[src/hdl/sdsh_pkg.sv]
// Package for the SPI-mode SD card host sequencer: phase codes, commands, constants.
// No dependencies.
package sdsh_pkg;

    typedef enum logic [5:0] {
        P_IDLE, P_INIT_DELAY, P_INIT_CLOCKS, P_CMD0, P_CMD8, P_R7, P_V2_CMD55, P_V2_ACMD41,
        P_CMD58, P_OCR, P_V1_PROBE55, P_V1_PROBE41, P_V1_CMD55, P_V1_ACMD41, P_CMD1, P_CMD16,
        P_TRAIL_INIT, P_CMD17, P_RD_TOKEN, P_RD_DATA, P_RD_CRC, P_CMD24, P_WR_GAP, P_WR_TOKEN,
        P_WR_DATA, P_WR_CRC, P_WR_RESP, P_WR_BUSY, P_CMD9, P_CSD_TOKEN, P_CSD_DATA, P_CSD_CRC,
        P_TRAIL_OK, P_TRAIL_FAIL
    } t_phase;

    localparam logic [2:0] CMD_INIT  = 3'd0;
    localparam logic [2:0] CMD_READ  = 3'd1;
    localparam logic [2:0] CMD_WRITE = 3'd2;
    localparam logic [2:0] CMD_CAP   = 3'd3;
    localparam logic [2:0] CMD_XDONE = 3'd4;
    localparam logic [2:0] CMD_TICK  = 3'd5;

    localparam logic [2:0] REG_READY_TO = 3'd0;
    localparam logic [2:0] REG_TOKEN_TO = 3'd1;
    localparam logic [2:0] REG_BUSY_TO  = 3'd2;
    localparam logic [2:0] REG_POLL     = 3'd3;
    localparam logic [2:0] REG_RESET_RT = 3'd4;
    localparam logic [2:0] REG_INIT_RT  = 3'd5;

    localparam logic [2:0] KIND_NONE = 3'd0;
    localparam logic [2:0] KIND_MMC  = 3'd1;
    localparam logic [2:0] KIND_SD1  = 3'd2;
    localparam logic [2:0] KIND_SD2  = 3'd3;
    localparam logic [2:0] KIND_SDHC = 3'd4;

    localparam logic [9:0] BLOCK_LAST = 10'd511;
    localparam logic [9:0] CSD_LAST   = 10'd15;

    typedef struct packed {
        logic [15:0] ready_to;
        logic [15:0] token_to;
        logic [15:0] busy_to;
        logic [7:0]  poll_lim;
        logic [7:0]  reset_rt;
        logic [15:0] init_rt;
    } t_cfg;

    typedef struct packed {
        logic        send_valid;
        logic [7:0]  send_byte;
        logic        select_active;
        logic        fast_clock;
        logic        data_valid;
        logic [7:0]  data_byte;
        logic        data_last;
        logic        need_write_byte;
        logic        done_res;
        logic        failed;
        logic [2:0]  card_kind;
        logic [31:0] sector_count;
    } t_result;

    function automatic logic [5:0] cmd_index(input t_phase ph);
        logic [5:0] r;
        unique case (ph)
            P_CMD0:  r = 6'd0;
            P_CMD1:  r = 6'd1;
            P_CMD8:  r = 6'd8;
            P_CMD9:  r = 6'd9;
            P_CMD16: r = 6'd16;
            P_CMD17: r = 6'd17;
            P_CMD24: r = 6'd24;
            P_V2_CMD55, P_V1_PROBE55, P_V1_CMD55: r = 6'd55;
            P_V2_ACMD41, P_V1_PROBE41, P_V1_ACMD41: r = 6'd41;
            P_CMD58: r = 6'd58;
            default: r = 6'd0;
        endcase
        return r;
    endfunction

    function automatic logic is_cmd(input t_phase ph);
        logic r;
        unique case (ph)
            P_CMD0, P_CMD1, P_CMD8, P_CMD9, P_CMD16, P_CMD17, P_CMD24, P_V2_CMD55,
            P_V1_PROBE55, P_V1_CMD55, P_V2_ACMD41, P_V1_PROBE41, P_V1_ACMD41,
            P_CMD58: r = 1'b1;
            default: r = 1'b0;
        endcase
        return r;
    endfunction

endpackage

[src/hdl/sdsh_csd_cap.sv]
// CSD capacity decode (versions 1 and 2) from the sixteen stored CSD bytes.
// Depends on sdsh_pkg only through the caller; pure combinational.
module sdsh_csd_cap (
    input  logic [127:0] i_csd,     // byte k at [8k+7:8k]
    output logic [31:0]  o_sectors
);
    logic [7:0]  b0, b5, b6, b7, b8, b9, b10;
    logic [22:0] csize2;
    logic [32:0] cap2;
    logic [4:0]  n;
    logic [12:0] c;
    logic [43:0] wide;

    always_comb begin
        b0  = i_csd[7:0];
        b5  = i_csd[47:40];
        b6  = i_csd[55:48];
        b7  = i_csd[63:56];
        b8  = i_csd[71:64];
        b9  = i_csd[79:72];
        b10 = i_csd[87:80];
        csize2 = {1'b0, b7[5:0], b8, b9} + 23'd1;
        cap2   = {csize2, 10'd0};
        n = 5'(b5[3:0]) + 5'(b10[7]) + 5'({b9[1:0], 1'b0}) + 5'd2;
        c = 13'(b8[7:6]) + {3'd0, b7, 2'd0} + {1'b0, b6[1:0], 10'd0} + 13'd1;
        wide = (n >= 5'd9) ? (44'(c) << (n - 5'd9)) : (44'(c) >> (5'd9 - n));
        if (b0[7:6] == 2'b01)
            o_sectors = cap2[32] ? 32'hFFFF_FFFF : cap2[31:0];
        else
            o_sectors = wide[31:0];
    end
endmodule

[src/hdl/sd_spi_host_sequencer_unit.sv]
// Top level of the SPI-mode SD card host sequencer: config registers, sequencer state,
// output register. Depends on sdsh_pkg and sdsh_csd_cap.
//
//  channel | dir | tdata (low bit up)                              | tuser / tlast
//  s_axis  | in  | sector[31:0] card_byte[39:32] write_byte[47:40] | tuser[2:0] command
//  m_axis  | out | send_valid, send_byte, select_active,           | tlast data_last
//          |     | fast_clock, data_valid, data_byte,              |
//          |     | need_write_byte, done_res, failed, card_kind,   |
//          |     | sector_count (58 of 64 bits)                    |
//  cfg     | in  | i_cfg_we, i_cfg_index, i_cfg_data               | -
// One beat per cycle while the output is not held: each input beat is decoded into at most one result.
// Input is taken whenever the output register is empty or being drained in the same cycle.
// Synchronous active-low reset puts the sequencer idle and loads the register defaults.
module sd_spi_host_sequencer_unit (
    input  logic        i_clk,
    input  logic        i_rst_n,
    input  logic        s_axis_tvalid,
    output logic        s_axis_tready,
    input  logic [47:0] s_axis_tdata,   // sector_number, card_byte, write_byte
    input  logic [2:0]  s_axis_tuser,   // command
    output logic        m_axis_tvalid,
    input  logic        m_axis_tready,
    output logic [63:0] m_axis_tdata,   // send_valid..sector_count as listed above
    output logic        m_axis_tlast,   // data_last
    input  logic        i_cfg_we,
    input  logic [2:0]  i_cfg_index,
    input  logic [15:0] i_cfg_data
);
    sdsh_pkg::t_cfg    r_cfg;
    sdsh_pkg::t_phase  r_phase, n_phase;
    logic [2:0]  r_kind, n_kind;
    logic [9:0]  r_bc, n_bc;
    logic [15:0] r_att, n_att;
    logic [7:0]  r_poll, n_poll;
    logic [15:0] r_ms, n_ms;
    logic [31:0] r_arg, n_arg;
    logic [31:0] r_reply, n_reply;
    logic [7:0]  r_csd [16];
    logic [127:0] csd_flat;
    logic [31:0] csd_sectors;
    logic        r_ovalid;
    sdsh_pkg::t_result r_out, n_out;
    logic        any;
    logic        csd_we;
    logic        take;

    logic [2:0]  in_cmd;
    logic [31:0] in_sector;
    logic [7:0]  in_b, in_wb;

    assign in_cmd    = s_axis_tuser;
    assign in_sector = s_axis_tdata[31:0];
    assign in_b      = s_axis_tdata[39:32];
    assign in_wb     = s_axis_tdata[47:40];

    assign s_axis_tready = !r_ovalid || m_axis_tready;
    assign take = s_axis_tvalid && s_axis_tready;
    assign m_axis_tvalid = r_ovalid;
    assign m_axis_tdata = {6'd0, r_out.sector_count, r_out.card_kind, r_out.failed,
                           r_out.done_res, r_out.need_write_byte, r_out.data_byte,
                           r_out.data_valid, r_out.fast_clock, r_out.select_active,
                           r_out.send_byte, r_out.send_valid};
    assign m_axis_tlast = r_out.data_last;

    always_comb begin
        for (int k = 0; k < 16; k++) csd_flat[8*k +: 8] = r_csd[k];
    end

    sdsh_csd_cap u_cap (.i_csd(csd_flat), .o_sectors(csd_sectors));

    always_ff @(posedge i_clk) begin
        if (!i_rst_n) begin
            r_cfg <= '{ready_to: 16'd500, token_to: 16'd200, busy_to: 16'd1000,
                       poll_lim: 8'd200, reset_rt: 8'd20, init_rt: 16'd65534};
        end else if (i_cfg_we) begin
            unique case (i_cfg_index)
                sdsh_pkg::REG_READY_TO: r_cfg.ready_to <= i_cfg_data;
                sdsh_pkg::REG_TOKEN_TO: r_cfg.token_to <= i_cfg_data;
                sdsh_pkg::REG_BUSY_TO:  r_cfg.busy_to  <= i_cfg_data;
                sdsh_pkg::REG_POLL:     r_cfg.poll_lim <= i_cfg_data[7:0];
                sdsh_pkg::REG_RESET_RT: r_cfg.reset_rt <= i_cfg_data[7:0];
                sdsh_pkg::REG_INIT_RT:  r_cfg.init_rt  <= i_cfg_data;
                default: ;
            endcase
        end
    end

    always_comb begin
        logic [7:0]  fb;
        logic [5:0]  ci;
        logic        dosel;
        logic        in_init;
        logic [31:0] addr;
        logic        ac;       // run after_cmd
        logic [7:0]  res;
        logic [31:0] rb;
        sdsh_pkg::t_phase sc_ph;  // start_cmd target
        logic        sc;
        logic [31:0] sc_arg;
        logic        sp;          // start_poll
        sdsh_pkg::t_phase sp_ph;
        logic        tr;          // trail
        sdsh_pkg::t_phase tr_ph;
        logic        snd;
        logic [7:0]  sbyte;

        n_phase = r_phase; n_kind = r_kind; n_bc = r_bc; n_att = r_att; n_poll = r_poll;
        n_ms = r_ms; n_arg = r_arg; n_reply = r_reply;
        n_out = '0; any = 1'b0; csd_we = 1'b0;
        ac = 1'b0; res = 8'hFF; rb = 32'd0;
        sc = 1'b0; sc_ph = sdsh_pkg::P_IDLE; sc_arg = 32'd0;
        sp = 1'b0; sp_ph = sdsh_pkg::P_IDLE;
        tr = 1'b0; tr_ph = sdsh_pkg::P_IDLE;
        snd = 1'b0; sbyte = 8'hFF;
        addr = (r_kind == sdsh_pkg::KIND_SDHC) ? in_sector : {in_sector[22:0], 9'd0};
        ci = sdsh_pkg::cmd_index(r_phase);
        unique case (r_bc)
            10'd0: fb = {2'b01, ci};
            10'd1: fb = r_arg[31:24];
            10'd2: fb = r_arg[23:16];
            10'd3: fb = r_arg[15:8];
            10'd4: fb = r_arg[7:0];
            default: fb = (ci == 6'd0) ? 8'h95 : ((ci == 6'd8) ? 8'h87 : 8'h01);
        endcase

        if (in_cmd <= sdsh_pkg::CMD_CAP) begin
            if (r_phase == sdsh_pkg::P_IDLE) begin
                n_reply = 32'd0;
                priority case (in_cmd)
                    sdsh_pkg::CMD_INIT: begin
                        n_kind = sdsh_pkg::KIND_NONE; n_phase = sdsh_pkg::P_INIT_DELAY;
                        n_ms = 16'd0; n_bc = 10'd0;
                    end
                    sdsh_pkg::CMD_READ:  begin sc = 1'b1; sc_ph = sdsh_pkg::P_CMD17; sc_arg = addr; end
                    sdsh_pkg::CMD_WRITE: begin sc = 1'b1; sc_ph = sdsh_pkg::P_CMD24; sc_arg = addr; end
                    default:             begin sc = 1'b1; sc_ph = sdsh_pkg::P_CMD9; end
                endcase
            end
        end else if (in_cmd == sdsh_pkg::CMD_TICK) begin
            if (r_ms != 16'hFFFF) n_ms = r_ms + 16'd1;
            if (r_phase == sdsh_pkg::P_INIT_DELAY && n_ms >= 16'd10) begin
                n_phase = sdsh_pkg::P_INIT_CLOCKS; n_bc = 10'd1; snd = 1'b1;
            end
        end else if (in_cmd == sdsh_pkg::CMD_XDONE && r_phase != sdsh_pkg::P_IDLE &&
                     r_phase != sdsh_pkg::P_INIT_DELAY) begin
            unique case (r_phase)
                sdsh_pkg::P_INIT_CLOCKS: begin
                    if (r_bc < 10'd10) begin n_bc = r_bc + 10'd1; snd = 1'b1; end
                    else begin
                        n_att = 16'(r_cfg.reset_rt); sc = 1'b1; sc_ph = sdsh_pkg::P_CMD0;
                    end
                end
                sdsh_pkg::P_R7, sdsh_pkg::P_OCR: begin
                    rb = {r_reply[23:0], in_b};
                    n_reply = rb; n_bc = r_bc + 10'd1;
                    if (n_bc < 10'd4) snd = 1'b1;
                    else if (r_phase == sdsh_pkg::P_OCR) begin
                        n_kind = rb[30] ? sdsh_pkg::KIND_SDHC : sdsh_pkg::KIND_SD2;
                        tr = 1'b1; tr_ph = sdsh_pkg::P_TRAIL_INIT;
                    end else if (rb[15:8] == 8'h01 && rb[7:0] == 8'hAA) begin
                        n_att = r_cfg.init_rt; sc = 1'b1; sc_ph = sdsh_pkg::P_V2_CMD55;
                    end else begin tr = 1'b1; tr_ph = sdsh_pkg::P_TRAIL_INIT; end
                end
                sdsh_pkg::P_RD_TOKEN, sdsh_pkg::P_CSD_TOKEN: begin
                    if (in_b == 8'hFE) begin
                        sp = 1'b1;
                        sp_ph = (r_phase == sdsh_pkg::P_RD_TOKEN) ? sdsh_pkg::P_RD_DATA
                                                                  : sdsh_pkg::P_CSD_DATA;
                    end else if (r_ms > r_cfg.token_to) begin
                        tr = 1'b1; tr_ph = sdsh_pkg::P_TRAIL_FAIL;
                    end else snd = 1'b1;
                end
                sdsh_pkg::P_RD_DATA: begin
                    n_out.data_valid = 1'b1; n_out.data_byte = in_b;
                    if (r_bc >= sdsh_pkg::BLOCK_LAST) begin
                        n_out.data_last = 1'b1; sp = 1'b1; sp_ph = sdsh_pkg::P_RD_CRC;
                    end else begin n_bc = r_bc + 10'd1; snd = 1'b1; end
                end
                sdsh_pkg::P_CSD_DATA: begin
                    csd_we = 1'b1;
                    if (r_bc >= sdsh_pkg::CSD_LAST) begin sp = 1'b1; sp_ph = sdsh_pkg::P_CSD_CRC; end
                    else begin n_bc = r_bc + 10'd1; snd = 1'b1; end
                end
                sdsh_pkg::P_RD_CRC, sdsh_pkg::P_WR_CRC, sdsh_pkg::P_CSD_CRC: begin
                    if (r_bc == 10'd0) begin n_bc = 10'd1; snd = 1'b1; end
                    else if (r_phase == sdsh_pkg::P_WR_CRC) begin
                        sp = 1'b1; sp_ph = sdsh_pkg::P_WR_RESP;
                    end else begin
                        if (r_phase == sdsh_pkg::P_CSD_CRC) n_reply = csd_sectors;
                        tr = 1'b1; tr_ph = sdsh_pkg::P_TRAIL_OK;
                    end
                end
                sdsh_pkg::P_WR_GAP: begin
                    n_phase = sdsh_pkg::P_WR_TOKEN; snd = 1'b1; sbyte = 8'hFE;
                    n_out.need_write_byte = 1'b1;
                end
                sdsh_pkg::P_WR_TOKEN: begin
                    n_phase = sdsh_pkg::P_WR_DATA; n_bc = 10'd0; snd = 1'b1; sbyte = in_wb;
                    n_out.need_write_byte = 1'b1;
                end
                sdsh_pkg::P_WR_DATA: begin
                    if (r_bc < sdsh_pkg::BLOCK_LAST) begin
                        n_bc = r_bc + 10'd1; snd = 1'b1; sbyte = in_wb;
                        n_out.need_write_byte = n_bc < sdsh_pkg::BLOCK_LAST;
                    end else begin sp = 1'b1; sp_ph = sdsh_pkg::P_WR_CRC; end
                end
                sdsh_pkg::P_WR_RESP: begin
                    if (r_ms > r_cfg.token_to) begin tr = 1'b1; tr_ph = sdsh_pkg::P_TRAIL_FAIL; end
                    else if ((in_b & 8'h11) != 8'h01) snd = 1'b1;
                    else if ((in_b & 8'h1F) == 8'h05) begin sp = 1'b1; sp_ph = sdsh_pkg::P_WR_BUSY; end
                    else begin tr = 1'b1; tr_ph = sdsh_pkg::P_TRAIL_FAIL; end
                end
                sdsh_pkg::P_WR_BUSY: begin
                    if (in_b != 8'd0) begin tr = 1'b1; tr_ph = sdsh_pkg::P_TRAIL_OK; end
                    else if (r_ms > r_cfg.busy_to) begin tr = 1'b1; tr_ph = sdsh_pkg::P_TRAIL_FAIL; end
                    else snd = 1'b1;
                end
                sdsh_pkg::P_TRAIL_INIT, sdsh_pkg::P_TRAIL_OK, sdsh_pkg::P_TRAIL_FAIL: begin
                    any = 1'b1; n_out.done_res = 1'b1;
                    if (r_phase == sdsh_pkg::P_TRAIL_INIT)
                        n_out.failed = (r_kind == sdsh_pkg::KIND_NONE);
                    else if (r_phase == sdsh_pkg::P_TRAIL_FAIL) n_out.failed = 1'b1;
                    else n_out.sector_count = r_reply;
                    n_phase = sdsh_pkg::P_IDLE;
                end
                default: begin
                    if (sdsh_pkg::is_cmd(r_phase)) begin
                        if (r_bc == 10'd0) begin
                            if (in_b == 8'hFF) begin n_bc = 10'd1; snd = 1'b1; sbyte = fb; end
                            else if (r_ms < r_cfg.ready_to) snd = 1'b1;
                            else begin ac = 1'b1; res = 8'hFF; end
                        end else if (r_bc <= 10'd5) begin
                            snd = 1'b1; sbyte = fb; n_bc = r_bc + 10'd1;
                        end else if (r_bc == 10'd6) begin
                            n_poll = r_cfg.poll_lim; n_bc = 10'd7; snd = 1'b1;
                        end else if (!in_b[7] || r_poll == 8'd0) begin
                            ac = 1'b1; res = in_b;
                        end else begin
                            n_poll = r_poll - 8'd1; snd = 1'b1;
                        end
                    end
                end
            endcase
        end

        if (ac) begin
            unique case (r_phase)
                sdsh_pkg::P_CMD0: begin
                    if (res == 8'h01) begin sc = 1'b1; sc_ph = sdsh_pkg::P_CMD8; sc_arg = 32'h1AA; end
                    else if (r_att == 16'd0) begin
                        n_phase = sdsh_pkg::P_IDLE; any = 1'b1;
                        n_out.done_res = 1'b1; n_out.failed = 1'b1;
                    end else begin n_att = r_att - 16'd1; sc = 1'b1; sc_ph = sdsh_pkg::P_CMD0; end
                end
                sdsh_pkg::P_CMD8: begin
                    if (res == 8'h01) begin n_reply = 32'd0; sp = 1'b1; sp_ph = sdsh_pkg::P_R7; end
                    else begin sc = 1'b1; sc_ph = sdsh_pkg::P_V1_PROBE55; end
                end
                sdsh_pkg::P_V2_CMD55: begin
                    sc = 1'b1; sc_ph = sdsh_pkg::P_V2_ACMD41; sc_arg = 32'h4000_0000;
                end
                sdsh_pkg::P_V2_ACMD41: begin
                    if (res == 8'd0) begin sc = 1'b1; sc_ph = sdsh_pkg::P_CMD58; end
                    else if (r_att == 16'd0) begin tr = 1'b1; tr_ph = sdsh_pkg::P_TRAIL_INIT; end
                    else begin n_att = r_att - 16'd1; sc = 1'b1; sc_ph = sdsh_pkg::P_V2_CMD55; end
                end
                sdsh_pkg::P_CMD58: begin
                    if (res == 8'd0) begin n_reply = 32'd0; sp = 1'b1; sp_ph = sdsh_pkg::P_OCR; end
                    else begin tr = 1'b1; tr_ph = sdsh_pkg::P_TRAIL_INIT; end
                end
                sdsh_pkg::P_V1_PROBE55: begin sc = 1'b1; sc_ph = sdsh_pkg::P_V1_PROBE41; end
                sdsh_pkg::P_V1_PROBE41: begin
                    n_att = r_cfg.init_rt; sc = 1'b1;
                    if (res <= 8'd1) begin n_kind = sdsh_pkg::KIND_SD1; sc_ph = sdsh_pkg::P_V1_CMD55; end
                    else begin n_kind = sdsh_pkg::KIND_MMC; sc_ph = sdsh_pkg::P_CMD1; end
                end
                sdsh_pkg::P_V1_CMD55: begin sc = 1'b1; sc_ph = sdsh_pkg::P_V1_ACMD41; end
                sdsh_pkg::P_V1_ACMD41, sdsh_pkg::P_CMD1: begin
                    if (res == 8'd0) begin sc = 1'b1; sc_ph = sdsh_pkg::P_CMD16; sc_arg = 32'd512; end
                    else if (r_att == 16'd0) begin
                        n_kind = sdsh_pkg::KIND_NONE; tr = 1'b1; tr_ph = sdsh_pkg::P_TRAIL_INIT;
                    end else begin
                        n_att = r_att - 16'd1; sc = 1'b1;
                        sc_ph = (r_phase == sdsh_pkg::P_CMD1) ? sdsh_pkg::P_CMD1
                                                              : sdsh_pkg::P_V1_CMD55;
                    end
                end
                sdsh_pkg::P_CMD16: begin
                    if (res != 8'd0) n_kind = sdsh_pkg::KIND_NONE;
                    tr = 1'b1; tr_ph = sdsh_pkg::P_TRAIL_INIT;
                end
                sdsh_pkg::P_CMD17: begin
                    if (res == 8'd0) begin sp = 1'b1; sp_ph = sdsh_pkg::P_RD_TOKEN; end
                    else begin tr = 1'b1; tr_ph = sdsh_pkg::P_TRAIL_FAIL; end
                end
                sdsh_pkg::P_CMD24: begin
                    if (res == 8'd0) begin sp = 1'b1; sp_ph = sdsh_pkg::P_WR_GAP; end
                    else begin tr = 1'b1; tr_ph = sdsh_pkg::P_TRAIL_FAIL; end
                end
                default: begin
                    if (res == 8'd0) begin sp = 1'b1; sp_ph = sdsh_pkg::P_CSD_TOKEN; end
                    else begin tr = 1'b1; tr_ph = sdsh_pkg::P_TRAIL_FAIL; end
                end
            endcase
        end

        if (sc) begin
            n_phase = sc_ph; n_arg = sc_arg; snd = 1'b1;
            if (sc_ph == sdsh_pkg::P_CMD0) begin n_bc = 10'd1; sbyte = 8'h40; end
            else begin n_bc = 10'd0; n_ms = 16'd0; sbyte = 8'hFF; end
        end
        if (sp) begin
            n_phase = sp_ph; n_bc = 10'd0; n_ms = 16'd0; snd = 1'b1; sbyte = 8'hFF;
        end
        if (tr) begin
            n_phase = tr_ph; snd = 1'b1; sbyte = 8'hFF;
        end
        if (snd) begin
            any = 1'b1; n_out.send_valid = 1'b1; n_out.send_byte = sbyte;
        end

        in_init = (n_phase >= sdsh_pkg::P_INIT_DELAY) && (n_phase <= sdsh_pkg::P_TRAIL_INIT);
        dosel = n_phase == sdsh_pkg::P_IDLE || n_phase == sdsh_pkg::P_INIT_DELAY ||
                n_phase == sdsh_pkg::P_INIT_CLOCKS || n_phase == sdsh_pkg::P_TRAIL_INIT ||
                n_phase == sdsh_pkg::P_TRAIL_OK || n_phase == sdsh_pkg::P_TRAIL_FAIL;
        n_out.select_active = !dosel;
        n_out.fast_clock = (n_kind != sdsh_pkg::KIND_NONE) && !in_init;
        n_out.card_kind = n_kind;
    end

    always_ff @(posedge i_clk) begin
        if (!i_rst_n) begin
            r_phase <= sdsh_pkg::P_IDLE;
            r_kind <= 3'd0; r_bc <= 10'd0; r_att <= 16'd0; r_poll <= 8'd0;
            r_ms <= 16'd0; r_arg <= 32'd0; r_reply <= 32'd0;
            r_ovalid <= 1'b0;
        end else begin
            if (take) begin
                r_phase <= n_phase; r_kind <= n_kind; r_bc <= n_bc; r_att <= n_att;
                r_poll <= n_poll; r_ms <= n_ms; r_arg <= n_arg; r_reply <= n_reply;
            end
            if (take) r_ovalid <= any;
            else if (m_axis_tready) r_ovalid <= 1'b0;
        end
    end

    always_ff @(posedge i_clk) begin
        if (take) r_out <= n_out;
    end

    // CSD bytes arrive in order; every entry is written before capacity is read
    always_ff @(posedge i_clk) begin
        if (take && csd_we) r_csd[r_bc[3:0]] <= in_b;
    end

    a_fail_done: assert property (@(posedge i_clk) disable iff (!i_rst_n)
        r_ovalid |-> (!r_out.failed || r_out.done_res)) else $error("failed without done");
    a_hold: assert property (@(posedge i_clk) disable iff (!i_rst_n)
        (r_ovalid && !m_axis_tready) |=> ($stable(r_out) && r_ovalid)) else $error("lost result");
    a_last: assert property (@(posedge i_clk) disable iff (!i_rst_n)
        (r_ovalid && r_out.data_last) |-> r_out.data_valid) else $error("last without data");
endmodule
[config.mk]
export PLATFORM = sky130hd
export DESIGN_NAME = sd_spi_host_sequencer_unit
export DESIGN_NICKNAME = d
export VERILOG_FILES = /design/src/hdl/sdsh_pkg.sv /design/src/hdl/sdsh_csd_cap.sv /design/src/hdl/sd_spi_host_sequencer_unit.sv
export SDC_FILE = /design/constraint.sdc
export NUM_CORES = 1
export LEC_CHECK = 0
export BUFFER_PORTS_ARGS = -buffer_cell sky130_fd_sc_hd__buf_2
export CAP_MARGIN = 15
export CORE_AREA = 3 3 203 284
export CTS_CLUSTER_SIZE = 10
export DETAILED_ROUTE_END_ITERATION = 10
export DIE_AREA = 0 0 206 287
export PLACE_DENSITY = 0.61
export REMOVE_ABC_BUFFERS = 1
export SKIP_LAST_GASP = 1
export SYNTH_ARGS = -nofsm -noshare
export SYNTH_HDL_FRONTEND = slang
export SYNTH_HIERARCHICAL = 1
export SYNTH_SLANG_ARGS = --single-unit
[constraint.sdc]
create_clock -name i_clk -period 5.8 [get_ports i_clk]
set_input_delay 0.58 -clock i_clk [delete_from_list [all_inputs] [get_ports i_clk]]
set_output_delay 0.58 -clock i_clk [all_outputs]
set_load 0.05 [all_outputs]
==> key figures, run 1 <==
Pwr
  – Leakage: 8.81 nW
  – Worst vdd ir: 0.000158 V
  – PwrDens: 219 nW/µm²

Clocking
  – Root Driver: clkbuf_16
  – Cts hold-fix bufs: 0
  – CTS tree: yes
  – H-tree levels: 2
  – Post-CTS sizing: 0
  – Clk sinks: 303
  – Post-CTS Setup Inserts: 0
  – CTS buffer count: 38
  – Maximum buffer depth of the clock tree: 3
  – CTS clk-pin slew, worst paths: 0.07 ns
  – Worst-Skew Late Latency: 0.57 ns

Logic synthesis
  – Avg Inst Size Synth: 7.73 µm²
  – Synth Instances: 2838
  – Synth Cell Area: 21900 µm²
  – Yosys warnings: 6

Worst setup path
  – Worst path slowest cell: o41ai_2
  – FF-to-FF path depth: 16
  – Startpoint types: flop
  – Worst setup EP type: flop
  – WS Path Type: reg2reg
  – Cell family with most CP delay: compound AO/OA/AOI/OAI gates
  – Crit-path cells: inv_1, ha_1, or4b_4, a311o_1, nor2_1, a31o_2, a311oi_2, nor3_4, buf_4, o21ai_0, o41ai_2, inv_1, ha_1, and3b_1, a31oi_1, o32ai_1
  – R2r setup slk: 0.75 ns
  – Max FO, Critical Path: 16
  – Buf/Inv on CP: 3
  – Reg-to-reg startpoint: r_bc[0]$_SDFFE_PN0P_
  – WP data arrival: 5.49 ns
  – CP max stage delay: 0.64 ns
  – Worst endpoint required time: 6.23 ns

Global routing
  – Met3 GRT Util: 4.15%
  – Total gr overflow: 0
  – Grt met1 use: 33.0%
  – Global route hottest layer: met2
  – All-Layer GR Usage: 29.0%
  – Met2 usage: 50.3%
  – Vias in the first global route: 21900
  – Largest net degree at the start of global routing: 84
  – First-pass GRT wire length: 133 mm
  – Initial antenna violation count: 1

Layout
  – Final instance area: 24300 µm²
  – Area grow syn2layout: 11.0%
  – Net count, final: 3025
  – Antenna diode count: 0
  – Share of cells above drive strength 1: 12.1%

Timing
  – Final setup viols: 0
  – Setup TNS Final: 0 ns
  – Fin crit period: 5.05 ns
  – Fmax: 198 MHz
  – Worst slew pin tran: 1.13 ns
  – Unrepaired setup endpoints after global routing: false
  – Crit share post-route: 87.1%
  – Setup Skew: 0.0385 ns
  – Final hold slack: 0.289 ns
  – Slew HR: 24.7%
  – Max Slew Vio Count: 0
  – Final Hold Viols: 0

Floorplan
  – Die area: 59100 µm²
  – # rows: 102
  – Die Height: 287 µm
  – Initial Utilization: 39.6%
  – Chip width: 206 µm
  – # IOs: 142
  – Core Region: 55400 µm²

Drt
  – Vias/cell: 6.38
  – Via Count: 23100
  – First-pass iteration count of the detailed router: 7
  – Routed wire length: 89.1 mm
  – Iter 0 DRT Violations: 2286
  – ANT nets after route: 0
  – Per-cell routed wire length: 24.5 µm
  – Drt drc: 0

Placement
  – Port Buf Inserts: 135
  – Placed cell areas: 23200 µm²
  – Routability congestion estimate: 1.10
  – Hpwl dp: 65.8 mm

Min path
  – Min-delay src: s_axis_tdata[0]
  – Worst hold path depth: 3
  – Tightest Hold Check Type: in2reg
  – Min-Delay Endpoint: r_arg[0]$_SDFFE_PN0P_

Run status
  – Status: finished, final reports clean

Run
  – Max-cap viol count: 0
-- state kept, by name, summed over array words and instances (netlist names), 8 cells and up, named ones only --
register,flops
r_poll,8
r_cfg,80
r_att,16
r_reply,32
r_csd,33
m_axis_tdata,58
r_ms,16
r_bc,10
r_arg,32
-- where the power goes --
part	leakage, nW	switching [mW]	internal [mW]
Sequential	2.61	0.0503	2.25
Clock	0.548	0.951	1.30
Combinational	5.65	0.564	0.228
Total	8.81	1.57	3.77
-- metal layers --
metal | up-vias | part of all wire, %
met2 | 1134 | 49
met4 | 0 | 8.0
met5 | - | 0
li1 | 10600 | -
met1 | 11100 | 37
met3 | 344 | 6.6
-- worst reg2reg max path: stages (launching register included) --
cell,delay [ns]
dfxtp_1,0.57
inv_1,0.16
ha_1,0.30
or4b_4,0.52
a311o_1,0.54
nor2_1,0.23
a31o_2,0.19
a311oi_2,0.16
nor3_4,0.19
buf_4,0.26
o21ai_0,0.21
o41ai_2,0.64
inv_1,0.19
ha_1,0.28
and3b_1,0.21
a31oi_1,0.15
o32ai_1,0.10
-- cell type report --
cell class	count	area, µm²
fillers	5704	31000
multi-input cells	2233	13700
flip-flops and latches	303	6990
repair buffers	209	1250
clock buffers	57	1050
well taps	728	911
inverters	94	359
clock inverters	7	90.1
-- layout by cell type (no fill, tap or decap), drive strengths merged, types with 36 or more instances in the layout --
| cell type | count |
|---|---|
| a211oi | 36 |
| a21oi | 292 |
| a22oi | 71 |
| and2 | 59 |
| and3 | 41 |
| buf | 209 |
| clkbuf | 57 |
| dfxtp | 211 |
| edfxtp | 92 |
| ha | 70 |
| inv | 91 |
| mux2i | 44 |
| nand2 | 350 |
| nand2b | 40 |
| nand3 | 110 |
| nand4 | 41 |
| nor2 | 271 |
| nor3 | 101 |
| nor4 | 41 |
| o211ai | 47 |
| o21ai | 120 |
-- metrics by stage --
stage               power (mW)  utilization [%]  std cells  setup WS [ns]
floorplan                 2.81                -       2630          0.224
global placement          3.11             41.9       3566           1.05
detailed placement        3.11             41.9       3566          0.896
CTS                       5.36             43.9       3630          0.868
global route              5.52             43.9       3631          0.385
finish                    5.34             43.9       3631          0.749
-- how the worst max path moves through the flow --
stage,from,endpoint,slack (ns),depth (start not counted)
final,r_bc[0]$_SDFFE_PN0P_,flop,0.75,16
after global routing,r_bc[0]$_SDFFE_PN0P_,flop,0.39,16
after CTS,r_bc[0]$_SDFFE_PN0P_,flop,0.87,16
after detailed placement,r_bc[0]$_SDFFE_PN0P_,flop,0.90,16
after global placement,r_bc[0]$_SDFFE_PN0P_,flop,1.05,16
after floorplan,m_axis_tready,r_reply[30]$_SDFFE_PN0P_,0.22,6
No activity file was read; power rests on OpenSTA's default activity.
==> run 2: changes to the inputs <==
- CORE_AREA: 3 3 203 284 -> 3 3 172 241
- DIE_AREA: 0 0 206 287 -> 0 0 175 244
- PLACE_DENSITY: 0.61 -> 0.81
==> run 2 against run 1 <==
  * Critical path depth decreased by 1
  * Register-to-register slack got worse by 0.33 ns
  * Final cell count decreased by 5.3%
  * Fmax decreased by 6.2%
  * Sequential power about the same
  * Clock power decreased by 3%
  * Total power decreased by 1.0%
==> key figures, run 2 (synthesis gave the netlist of run 1 again) <==
Clocking
  – CTS buffer count: 37 (-2.6%)
  – Clk sinks: 303 (unchanged)
  – Post-CTS Setup Inserts: 0 (unchanged)
  – CTS clk-pin slew, worst paths: 0.07 ns (about the same)
  – CTS tree: yes
  – Maximum buffer depth of the clock tree: 3 (unchanged)
  – Post-CTS sizing: 0 (unchanged)
  – Worst-Skew Late Latency: 0.56 ns (about the same)
  – H-tree levels: 2 (unchanged)
  – Root Driver: clkbuf_16
  – Cts hold-fix bufs: 0 (unchanged)

Run status
  – Status: finished, final reports clean

Floorplan
  – # rows: 86 (-16%)
  – Chip width: 175 µm (-15%)
  – Core Region: 39400 µm² (-29%)
  – Die Height: 244 µm (-15%)
  – Die area: 42700 µm² (-28%)
  – Initial Utilization: 55.7% (+16 points)
  – # IOs: 142 (unchanged)

Drt
  – ANT nets after route: 0 (unchanged)
  – Iter 0 DRT Violations: 2897 (+27%)
  – Routed wire length: 87.0 mm (-2.3%)
  – First-pass iteration count of the detailed router: 6 (-1)
  – Per-cell routed wire length: 25.3 µm (+3.1%)
  – Vias/cell: 6.82 (+7.0%)
  – Drt drc: 0 (unchanged)
  – Via Count: 23500 (+1.4%)

Global routing
  – First-pass GRT wire length: 131 mm (-1.7%)
  – Initial antenna violation count: 1 (unchanged)
  – All-Layer GR Usage: 39.0% (+10 points)
  – Vias in the first global route: 22100 (+1.2%)
  – Total gr overflow: 0 (unchanged)
  – Largest net degree at the start of global routing: 86 (+2.4%)

Worst setup path
  – WS Path Type: reg2reg
  – Max FO, Critical Path: 18 (+2)
  – Worst setup EP type: flop
  – Startpoint types: flop
  – WP data arrival: 5.81 ns (+0.32 ns)
  – Worst endpoint required time: 6.23 ns (about the same)

Timing
  – Final setup viols: 0 (unchanged)
  – Slew HR: 20.8% (-4.0 points)
  – Setup TNS Final: 0 ns (unchanged)
  – Setup Skew: 0.0394 ns (+0.000963 ns)
  – Worst slew pin tran: 1.18 ns (+0.0580 ns)
  – Unrepaired setup endpoints after global routing: false
  – Fmax: 186 MHz (-6.2%)
  – Max Slew Vio Count: 0 (unchanged)
  – Fin crit period: 5.38 ns (+0.333 ns)
  – Crit share post-route: 92.8% (+5.7 points)
  – Final Hold Viols: 0 (unchanged)

Pwr
  – Leakage: 8.85 nW (+0.49%)
  – Worst vdd ir: 0.000214 V (+36%)
  – PwrDens: 219 nW/µm² (-0.18%)

Placement
  – Port Buf Inserts: 135 (unchanged)
  – Hpwl dp: 64.9 mm (-1.4%)
  – Placed cell areas: 23000 µm² (-0.87%)
  – Routability congestion estimate: 1.07 (-3.2%)

Layout
  – Max reg flops: 80 (unchanged)
  – Most frequent cells in the layout: nand2_1, a21oi_1, nor2_1, dfxtp_1, buf_2
  – Area grow syn2layout: 10.1%
  – Final instance area: 24100 µm² (-0.84%)
  – Most common cell after layout, fill and taps aside: nand2_1
  – Net count, final: 3035 (+0.33%)
  – Reg with most FFs: r_cfg
  – Share of cells above drive strength 1: 12.4% (+0.25 points)

Run
  – Max-cap viol count: 0 (unchanged)

Min path
  – Tightest Hold Check Type: in2reg
-- run 2: path summary, 6_finish.rpt --
check	from	end	slack [ns]	cells after the start
max reg2reg	r_bc[0]$_SDFFE_PN0P_	flop	0.42	15
min	s_axis_tdata[0]	r_arg[0]$_SDFFE_PN0P_	0.29	3
min reg2reg	r_arg[0]$_SDFFE_PN0P_	r_arg[0]$_SDFFE_PN0P_	0.45	2
max	r_bc[0]$_SDFFE_PN0P_	flop	0.42	15
-- run 2: final cells by class --
type	count	area (µm²)
diodes	1	2.50
clock buffers	55	1020
clock inverters	5	101
fillers	3615	15200
inverters	94	359
multi-input cells	2233	13700
flip-flops and latches	303	6990
well taps	528	661
repair buffers	220	1320
-- run 2: stage by stage --
stage / cells / hold WS [ns] / utilization (%) / power, mW / setup slack (ns)
2_1_floorplan: 2630 / 0.431 / - / 2.81 / 0.224
3_3_place_gp: 3374 / 0.437 / 58.3 / 3.10 / 0.780
3_5_place_dp: 3375 / 0.445 / 58.4 / 3.11 / 0.570
4_1_cts: 3435 / 0.279 / 61.2 / 5.28 / 0.553
5_1_grt: 3439 / 0.304 / 61.3 / 5.44 / 0.149
6_report: 3439 / 0.294 / 61.3 / 5.28 / 0.417
-- run 2: routing by layer --
| metal | up-vias | global-route usage (%) | share of wire, % |
|---|---|---|---|
| li1 | 10600 | - | - |
| met1 | 11000 | 43.3 | 35 |
| met2 | 1434 | 67.4 | 48 |
| met3 | 426 | 5.09 | 7.7 |
| met4 | 0 | 30.3 | 9.6 |
| met5 | - | 0 | 0 |
-- run 2: power breakdown --
group,total [mW],internal [mW],switching [mW]
sequential,2.30,2.25,0.0552
combinational,0.791,0.229,0.563
clock,2.19,1.27,0.922
-- run 2: worst max-delay path: stages (launching register included) --
cell and delay [ns]:
dfxtp_1 0.55, ha_1 0.46, and3_1 0.43, o2111ai_1 0.15, and3_1 0.22, o2111ai_1 0.35, buf_4 0.26, nand2_1 0.19
nor3_4 0.74, o21ai_0 0.34, o41ai_2 0.60, inv_1 0.19, ha_1 0.27, and3b_1 0.21, a31oi_1 0.15, o32ai_1 0.11
